--- config.mk ---
export PLATFORM = sky130hd
export DESIGN_NAME = pyramid_view_pixel_mapper_top
export DESIGN_NICKNAME = d
export VERILOG_FILES = /design/src/rtl/core/pvpm_pkg.sv /design/src/rtl/core/pvpm_front.sv /design/src/rtl/core/pvpm_queue.sv /design/src/rtl/core/pvpm_back.sv /design/src/rtl/core/pyramid_view_pixel_mapper_top.sv
export SDC_FILE = /design/constraint.sdc
export NUM_CORES = 1
export LEC_CHECK = 0
export ABC_AREA = 1
export BUFFER_PORTS_ARGS = -buffer_cell sky130_fd_sc_hd__buf_2
export CORE_ASPECT_RATIO = 1.4
export CORE_MARGIN = 2
export CORE_UTILIZATION = 54
export CTS_BUF_LIST = sky130_fd_sc_hd__clkbuf_4
export DETAILED_ROUTE_END_ITERATION = 10
export GPL_TIMING_DRIVEN = 0
export PLACE_DENSITY = 0.73
export SYNTH_ARGS = -nofsm -noshare
export SYNTH_HDL_FRONTEND = slang
export SYNTH_SLANG_ARGS = --single-unit
--- constraint.sdc ---
create_clock -name clk_i -period 5.6 [get_ports clk_i]
set_input_delay 0 -clock clk_i [delete_from_list [all_inputs] [get_ports clk_i]]
set_output_delay 0 -clock clk_i [all_outputs]
set_load 0.03 [all_outputs]
--- src/rtl/core/pvpm_pkg.sv ---
`timescale 1ns / 1ps
// ----------------------------------------------------------------------------
// pvpm_pkg
// Shared types and constants of the pyramid view pixel mapper.
// ----------------------------------------------------------------------------
package pvpm_pkg;

  // Largest addressable frame dimension.
  localparam int unsigned MAX_DIM = 2048;

  // Signed width for intermediate coordinates. It covers every sum of the
  // 12-bit sizes and MAX_DIM.
  localparam int unsigned CoordW = 16;

  localparam int unsigned DimW  = 12;
  localparam int unsigned PosW  = 11;
  localparam int unsigned ChanW = 8;

  // Configuration register indexes.
  localparam logic [1:0] RegFrameWidth  = 2'd0;
  localparam logic [1:0] RegFrameHeight = 2'd1;

  // View codes, equal to the quarter turns applied.
  localparam logic [1:0] ViewBottom = 2'd0;
  localparam logic [1:0] ViewLeft   = 2'd1;
  localparam logic [1:0] ViewTop    = 2'd2;
  localparam logic [1:0] ViewRight  = 2'd3;

  typedef struct packed {
    logic [DimW-1:0] frame_width;
    logic [DimW-1:0] frame_height;
  } pvpm_cfg_t;

  // One classified pixel, as it waits between front and back.
  typedef struct packed {
    logic [1:0]               view_index;
    logic                     mask_ok;
    logic signed [CoordW-1:0] turned_row;
    logic signed [CoordW-1:0] turned_col;
    logic [ChanW-1:0]         red;
    logic [ChanW-1:0]         green;
    logic [ChanW-1:0]         blue;
  } pvpm_item_t;

endpackage

--- src/rtl/core/pvpm_front.sv ---
`timescale 1ns / 1ps
// ----------------------------------------------------------------------------
// pvpm_front
// Classifies an incoming pixel: mask test, frame test in the turned frame,
// and the turned position.
// ----------------------------------------------------------------------------
module pvpm_front import pvpm_pkg::*; (
  input  pvpm_cfg_t        cfg_i,
  input  logic [1:0]       view_index_i,
  input  logic [PosW-1:0]  src_row_i,
  input  logic [PosW-1:0]  src_col_i,
  input  logic [DimW-1:0]  view_width_i,
  input  logic [DimW-1:0]  view_height_i,
  input  logic [ChanW-1:0] red_in_i,
  input  logic [ChanW-1:0] green_in_i,
  input  logic [ChanW-1:0] blue_in_i,
  output pvpm_item_t       item_o
);

  // Halving that truncates toward zero.
  function automatic logic signed [CoordW-1:0] half_tz(input logic signed [CoordW-1:0] v);
    logic signed [CoordW-1:0] adj;
    adj = v + {{(CoordW-1){1'b0}}, v[CoordW-1]};
    return adj >>> 1;
  endfunction

  logic signed [CoordW-1:0] fw, fh, ow, oh, iw, ih, y, x;
  logic signed [CoordW-1:0] x_pad, y_pad, i_pad_raw, i_pad, r, c;
  logic                     in_mask, in_frame;

  always_comb begin
    fw = $signed({{(CoordW-DimW){1'b0}}, cfg_i.frame_width});
    fh = $signed({{(CoordW-DimW){1'b0}}, cfg_i.frame_height});
    iw = $signed({{(CoordW-DimW){1'b0}}, view_width_i});
    ih = $signed({{(CoordW-DimW){1'b0}}, view_height_i});
    y  = $signed({{(CoordW-PosW){1'b0}}, src_row_i});
    x  = $signed({{(CoordW-PosW){1'b0}}, src_col_i});

    // Odd views see the frame turned on its side.
    ow = view_index_i[0] ? fh : fw;
    oh = view_index_i[0] ? fw : fh;

    x_pad     = half_tz(ow - iw);
    y_pad     = half_tz(oh) - ih;
    i_pad_raw = half_tz(iw) - y_pad - y;
    i_pad     = i_pad_raw[CoordW-1] ? '0 : i_pad_raw;

    r = oh - ih + y;
    c = x + x_pad;

    in_mask  = (y < ih) && (x >= i_pad) && (x < iw - i_pad);
    in_frame = (r >= 0) && (r < oh) && (c >= 0) && (c < ow);

    item_o.view_index = view_index_i;
    item_o.mask_ok    = in_mask && in_frame;
    item_o.turned_row = r;
    item_o.turned_col = c;
    item_o.red        = red_in_i;
    item_o.green      = green_in_i;
    item_o.blue       = blue_in_i;
  end

endmodule

--- src/rtl/core/pvpm_queue.sv ---
`timescale 1ns / 1ps
// ----------------------------------------------------------------------------
// pvpm_queue
// Two-entry FIFO of classified pixels between front and back.
// ----------------------------------------------------------------------------
module pvpm_queue import pvpm_pkg::*; (
  input  logic       clk_i,
  input  logic       rst_ni,
  input  logic       push_i,
  input  pvpm_item_t push_item_i,
  output logic       full_o,
  input  logic       pop_i,
  output logic       empty_o,
  output pvpm_item_t pop_item_o
);

  pvpm_item_t mem_q [2];
  logic       wr_ptr_q, wr_ptr_d;
  logic       rd_ptr_q, rd_ptr_d;
  logic [1:0] count_q, count_d;
  logic       do_push, do_pop;

  assign full_o     = (count_q == 2'd2);
  assign empty_o    = (count_q == 2'd0);
  assign do_push    = push_i && !full_o;
  assign do_pop     = pop_i && !empty_o;
  assign pop_item_o = mem_q[rd_ptr_q];

  always_comb begin
    wr_ptr_d = do_push ? ~wr_ptr_q : wr_ptr_q;
    rd_ptr_d = do_pop ? ~rd_ptr_q : rd_ptr_q;
    count_d  = count_q;
    if (do_push && !do_pop) begin
      count_d = count_q + 2'd1;
    end else if (do_pop && !do_push) begin
      count_d = count_q - 2'd1;
    end
  end

  always_ff @(posedge clk_i or negedge rst_ni) begin
    if (!rst_ni) begin
      wr_ptr_q <= 1'b0;
      rd_ptr_q <= 1'b0;
      count_q  <= 2'd0;
    end else begin
      wr_ptr_q <= wr_ptr_d;
      rd_ptr_q <= rd_ptr_d;
      count_q  <= count_d;
    end
  end

  always_ff @(posedge clk_i) begin
    if (do_push) begin
      mem_q[wr_ptr_q] <= push_item_i;
    end
  end

endmodule

--- src/rtl/core/pvpm_back.sv ---
`timescale 1ns / 1ps
// ----------------------------------------------------------------------------
// pvpm_back
// Turns a classified pixel back into frame coordinates, checks the
// addressable range and registers the result word.
// ----------------------------------------------------------------------------
module pvpm_back import pvpm_pkg::*; (
  input  logic             clk_i,
  input  logic             rst_ni,
  input  pvpm_cfg_t        cfg_i,
  input  logic             item_valid_i,
  input  pvpm_item_t       item_i,
  output logic             item_pop_o,
  output logic             out_valid_o,
  output logic             write_enable_o,
  output logic [PosW-1:0]  dest_row_o,
  output logic [PosW-1:0]  dest_col_o,
  output logic [ChanW-1:0] red_out_o,
  output logic [ChanW-1:0] green_out_o,
  output logic [ChanW-1:0] blue_out_o
);

  localparam logic signed [CoordW-1:0] MaxDimS = CoordW'(MAX_DIM);
  localparam logic signed [CoordW-1:0] OneS    = CoordW'(1);

  logic signed [CoordW-1:0] fw, fh, r, c, row, col;
  logic                     ok;

  logic             out_valid_q;
  logic             we_q, we_d;
  logic [PosW-1:0]  row_q, row_d, col_q, col_d;
  logic [ChanW-1:0] red_q, green_q, blue_q;

  // The receiver never stalls, so a waiting word always drains.
  assign item_pop_o = item_valid_i;

  always_comb begin
    fw = $signed({{(CoordW-DimW){1'b0}}, cfg_i.frame_width});
    fh = $signed({{(CoordW-DimW){1'b0}}, cfg_i.frame_height});
    r  = item_i.turned_row;
    c  = item_i.turned_col;
    case (item_i.view_index)
      ViewBottom: begin
        row = r;
        col = c;
      end
      ViewLeft: begin
        row = c;
        col = fw - OneS - r;
      end
      ViewTop: begin
        row = fh - OneS - r;
        col = fw - OneS - c;
      end
      ViewRight: begin
        row = fh - OneS - c;
        col = r;
      end
      default: begin
        row = r;
        col = c;
      end
    endcase
    ok = item_i.mask_ok && (row >= 0) && (col >= 0) && (row < MaxDimS) && (col < MaxDimS);
    we_d  = ok;
    row_d = ok ? row[PosW-1:0] : '0;
    col_d = ok ? col[PosW-1:0] : '0;
  end

  always_ff @(posedge clk_i or negedge rst_ni) begin
    if (!rst_ni) begin
      out_valid_q <= 1'b0;
    end else begin
      out_valid_q <= item_valid_i;
    end
  end

  always_ff @(posedge clk_i) begin
    if (item_valid_i) begin
      we_q    <= we_d;
      row_q   <= row_d;
      col_q   <= col_d;
      red_q   <= item_i.red;
      green_q <= item_i.green;
      blue_q  <= item_i.blue;
    end
  end

  assign out_valid_o    = out_valid_q;
  assign write_enable_o = we_q;
  assign dest_row_o     = row_q;
  assign dest_col_o     = col_q;
  assign red_out_o      = red_q;
  assign green_out_o    = green_q;
  assign blue_out_o     = blue_q;

endmodule

--- src/rtl/core/pyramid_view_pixel_mapper_top.sv ---
`timescale 1ns / 1ps
// ----------------------------------------------------------------------------
// pyramid_view_pixel_mapper_top
// Maps pixels of four pyramid source views into one output frame.
//
// Channel   Direction  Handshake                       Word
// pixel     in         start && !busy                  view, position, size, rgb
// config    in         cfg_valid_i && cfg_ready_o      index, 12-bit value
// result    out        out_valid_o strobe, one cycle   write enable, row, col, rgb
//
// One pixel per clock. An accepted pixel is classified by the front stage and
// written into the two-entry queue; the back stage then rotates it and
// registers the result, which is presented from that register.
// Reset leaves the frame at 1024 x 1024 with the queue empty.
// The receiver cannot stall, so the queue never fills and busy stays low.
// ----------------------------------------------------------------------------
module pyramid_view_pixel_mapper_top import pvpm_pkg::*; (
  input  logic             clk_i,
  input  logic             rst_ni,
  input  logic             start,
  output logic             busy,
  input  logic [1:0]       view_index_i,
  input  logic [PosW-1:0]  src_row_i,
  input  logic [PosW-1:0]  src_col_i,
  input  logic [DimW-1:0]  view_width_i,
  input  logic [DimW-1:0]  view_height_i,
  input  logic [ChanW-1:0] red_in_i,
  input  logic [ChanW-1:0] green_in_i,
  input  logic [ChanW-1:0] blue_in_i,
  input  logic             cfg_valid_i,
  output logic             cfg_ready_o,
  input  logic [1:0]       cfg_index_i,
  input  logic [DimW-1:0]  cfg_data_i,
  output logic             out_valid_o,
  output logic             write_enable_o,
  output logic [PosW-1:0]  dest_row_o,
  output logic [PosW-1:0]  dest_col_o,
  output logic [ChanW-1:0] red_out_o,
  output logic [ChanW-1:0] green_out_o,
  output logic [ChanW-1:0] blue_out_o
);

  pvpm_cfg_t  cfg_q, cfg_d;
  pvpm_item_t front_item, queue_item;
  logic       queue_full, queue_empty, queue_pop;

  assign cfg_ready_o = 1'b1;

  always_comb begin
    cfg_d = cfg_q;
    if (cfg_valid_i) begin
      case (cfg_index_i)
        RegFrameWidth:  cfg_d.frame_width  = cfg_data_i;
        RegFrameHeight: cfg_d.frame_height = cfg_data_i;
        default: ;  // other indexes are ignored
      endcase
    end
  end

  always_ff @(posedge clk_i or negedge rst_ni) begin
    if (!rst_ni) begin
      cfg_q.frame_width  <= DimW'(1024);
      cfg_q.frame_height <= DimW'(1024);
    end else begin
      cfg_q <= cfg_d;
    end
  end

  assign busy = queue_full;

  pvpm_front u_front (
    .cfg_i         (cfg_q),
    .view_index_i  (view_index_i),
    .src_row_i     (src_row_i),
    .src_col_i     (src_col_i),
    .view_width_i  (view_width_i),
    .view_height_i (view_height_i),
    .red_in_i      (red_in_i),
    .green_in_i    (green_in_i),
    .blue_in_i     (blue_in_i),
    .item_o        (front_item)
  );

  pvpm_queue u_queue (
    .clk_i       (clk_i),
    .rst_ni      (rst_ni),
    .push_i      (start),
    .push_item_i (front_item),
    .full_o      (queue_full),
    .pop_i       (queue_pop),
    .empty_o     (queue_empty),
    .pop_item_o  (queue_item)
  );

  pvpm_back u_back (
    .clk_i          (clk_i),
    .rst_ni         (rst_ni),
    .cfg_i          (cfg_q),
    .item_valid_i   (!queue_empty),
    .item_i         (queue_item),
    .item_pop_o     (queue_pop),
    .out_valid_o    (out_valid_o),
    .write_enable_o (write_enable_o),
    .dest_row_o     (dest_row_o),
    .dest_col_o     (dest_col_o),
    .red_out_o      (red_out_o),
    .green_out_o    (green_out_o),
    .blue_out_o     (blue_out_o)
  );

endmodule
==> qor.csv <==
stage;metric;value;unit
global_routing;met2_usage;61.9;%
timing;slew_headroom;37.1;%
power;power_leakage;9.68;nW
yosys;synth_edf_count;165;
worst_setup_path;r2r_cells;35;
power;power_density;597;mW/mm²
global_routing;grtUsageMet3;4.32;%
detailed_routing;firstDrtPassIters;6;
worst_setup_path;crit_path_max_incr_delay;0.51;ns
placed_design;dp_worst_setup_slack;-1.64;ns
placed_design;dp_hpwl;38.6;mm
global_routing;antenna_found_initial;2;
yosys;ys_warn_count;0;
floorplanning;die_area;0.0309;mm²
global_routing;grt_first_pass_wirelength;78.2;mm
clocking;clk_latency;0.64;ns
yosys;synth_cells;2047;
clocking;htreeDepth;4;
timing;setup_viol;2;
clocking;cts_buffers;17;
yosys;syn_nets;2332;
timing;hold_slack;0.0734;ns
global_routing;grtUsageTotal;33.3;%
detailed_routing;postRouteAntennaNets;0;
global_routing;grtUsageMet1;33.5;%
min_path;hold_end;u_queue.mem_q[1][4]$_DFFE_PP_;
yosys;yosys.area.top_type_share;31.1;%
power;ir_drop;0.376;mV
floorplanning;core_region_area;0.0291;mm²
min_path;whs_path_depth;2;
worst_setup_path;r2r-start;cfg_q[23]$_DFFE_PN0P_;
detailed_routing;vias;15000;
outcome;run_status;finished, violations left;
detailed_routing;drc;0;
yosys;synth.area.top_cells;edfxtp_1 (31%), nand2_1 (14%), ha_1 (12%);
timing;final.period_utilization;104;%
yosys;ys_seq_elements;194;
yosys;synth_flop_cell;edfxtp_1;
floorplanning;dieHeight;207;µm
worst_setup_path;path_delay_family;adder cells;
yosys;netlist_area;0.0159;mm²
global_routing;grt_max_degree;46;
detailed_routing;drtIter0Drc;931;
worst_setup_path;r2r_setup_slack;-0.21;ns
detailed_routing;via_per_inst;5.44;
placed_design;port_buffers;138;
power;finalPower;11.7;mW
layout;nets;2639;
layout;drive_gt1_share;21.4;%
floorplanning;die_w;149;µm
yosys;synth.avg_cell_area;7.78;µm²
min_path;hold_path_startpoint;blue_in_i[4];
worst_setup_path;crit_arrival;6.30;ns
detailed_routing;routed_wl;51.1;mm
timing;drv_slew;0;
timing;min_period;5.81;ns
clocking;cts_sinks;194;
yosys;yosysUniqueCellTypes;52;
yosys;yosys.area.top_type;edfxtp_1;
worst_setup_path;r2r_end;u_queue.mem_q[0][56]$_DFFE_PP_;
timing;fmax;0.172;GHz
layout;final_common_cell;nand2_1;
placed_design;gp_congestion;1.03;
floorplanning;initial_utilization;54.8;%
clocking;cts_buffer_depth;2;
worst_setup_path;start_kind;flip-flop;
worst_setup_path;cp_common_cell;nand2_1;
detailed_routing;post_drt_wl_per_cell;18.6;µm
worst_setup_path;crit_slowest_cell;fa_1;
yosys;ys_seq_area_share;35.7;%
floorplanning;design.portCount;140;
worst_setup_path;crit_required;6.09;ns
global_routing;grt_pass1_vias;15000;
worst_setup_path;critPathKind;reg2reg;
yosys;synthArstFlopShare;14.9;%
worst_setup_path;cp_num_buf_inv;5;
outcome;violations;negative setup slack;
worst_setup_path;crit_fanout;5;
flow_run;drv_cap;0;
worst_setup_path;cp-end-kind;flip-flop;
global_routing;grt.busiest_layer;met2;
timing;tns;-0.414;ns
timing;fin_skew;0.0244;ns
timing;worst_slack;-0.209;ns
floorplanning;std_cell_rows;74;
global_routing;overflow;0;
timing;tightest_slew;0.941;ns
timing;rsz0062_at_grt;yes;
clocking;path_clk_slew;0.17;ns
layout;layout_common_cells;nand2_1 (591), inv_1 (303), edfxtp_1 (165);
min_path;hold_path.class;in2reg;
clocking;clk_root_buffer_cell;clkbuf_4;
layout;area_delta_synth_final;23.5;%
timing;final_hold_viol_count;0;
clocking;cts_tree;yes;
[report_power, final]
group	total (mW)	internal, mW	switching (mW)
Clock	0.818	0.295	0.523
Combinational	8.53	2.96	5.56
Sequential	2.40	2.23	0.165
[kinds of logic after synthesis]
kind of cell,synth area share (%)
mux,0.189
xor+xnor,3.63
flops,35.7
compound gates,10.6
simple gates,23.6
other cells,0.0235
fa+ha+maj,17.2
buf+inv,9.07
[metal layers]
metal / vias up / wire [µm]
met2: 604 / 26500
li1: 7282 / -
met1: 6853 / 17400
met4: 2 / 4320
met3: 218 / 2900
met5: - / 11
[how the worst max path moves through the flow]
stage                               start                             end  slack, ns  cells after the start
floorplan            cfg_q[5]$_DFFE_PN0P_  u_queue.mem_q[0][56]$_DFFE_PP_       0.16                     34
global placement          view_index_i[0]  u_queue.mem_q[0][56]$_DFFE_PP_      -1.66                     37
detailed placement        view_index_i[0]  u_queue.mem_q[1][56]$_DFFE_PP_      -1.64                     37
CTS                 cfg_q[19]$_DFFE_PN0P_  u_queue.mem_q[0][56]$_DFFE_PP_      -0.13                     36
global route        cfg_q[23]$_DFFE_PN0P_  u_queue.mem_q[0][56]$_DFFE_PP_      -0.59                     30
finish              cfg_q[23]$_DFFE_PN0P_  u_queue.mem_q[0][56]$_DFFE_PP_      -0.21                     35
[sequential cells by signal (all words and copies together) (netlist names)]
register               flops
cfg_q                     24
u_back.blue_out_o          8
u_back.dest_col_o         11
u_back.dest_row_o         11
u_back.green_out_o         8
u_back.out_valid_o         1
u_back.red_out_o           8
u_back.write_enable_o      1
u_queue.count_q            2
u_queue.mem_q            118
u_queue.rd_ptr_q           1
u_queue.wr_ptr_q           1
[repair_timing]
item	CTS	global route
pin swaps	50	64
cloned	1	1
hold buffers	52	0
gates resized for setup	170	67
buffers inserted	73	30
setup endpoints to repair	25	25
hold endpoints to repair	116	0
[final cells by class]
cell class / count / area, µm²
inverter: 333 / 1260
fill: 2439 / 9410
tap: 380 / 475
clock buffer: 18 / 135
multi-input combinational: 1479 / 9620
clock inverter: 14 / 186
timing repair buffer: 293 / 2090
antenna: 1 / 2.50
buffer: 36 / 190
sequential: 194 / 5710
[metrics by stage]
step / area (µm²) / cells / utilization (%)
after detailed placement: 17200 / 2568 / 59.0
after floorplan: 15900 / 2047 / -
after CTS: 19200 / 2722 / 65.9
after global placement: 17100 / 2565 / 58.8
final: 19700 / 2748 / 67.6
after global routing: 19700 / 2748 / 67.6
[synth_stat cells, types with 2 or more instances]
master / count
nand2_1: 609
inv_1: 330
edfxtp_1: 165
ha_1: 155
o21ai_0: 151
a21oi_1: 123
nor2_1: 97
nand3_1: 88
xor2_1: 52
fa_1: 40
clkbuf_1: 27
dfrtp_1: 27
nor2_2: 27
nor3_1: 21
nand4_1: 17
xnor2_1: 14
or2_2: 12
nand3b_1: 8
a31oi_1: 6
nand2_2: 6
o211ai_1: 6
a21o_1: 5
buf_1: 5
o21bai_1: 5
buf_2: 4
buf_6: 4
o21a_1: 4
o221ai_1: 4
a211oi_1: 3
mux2i_1: 3
nand3_2: 3
a21boi_0: 2
and3_1: 2
dfstp_2: 2
nor4_1: 2
o31ai_1: 2
Power figures use the tool's default switching activity.
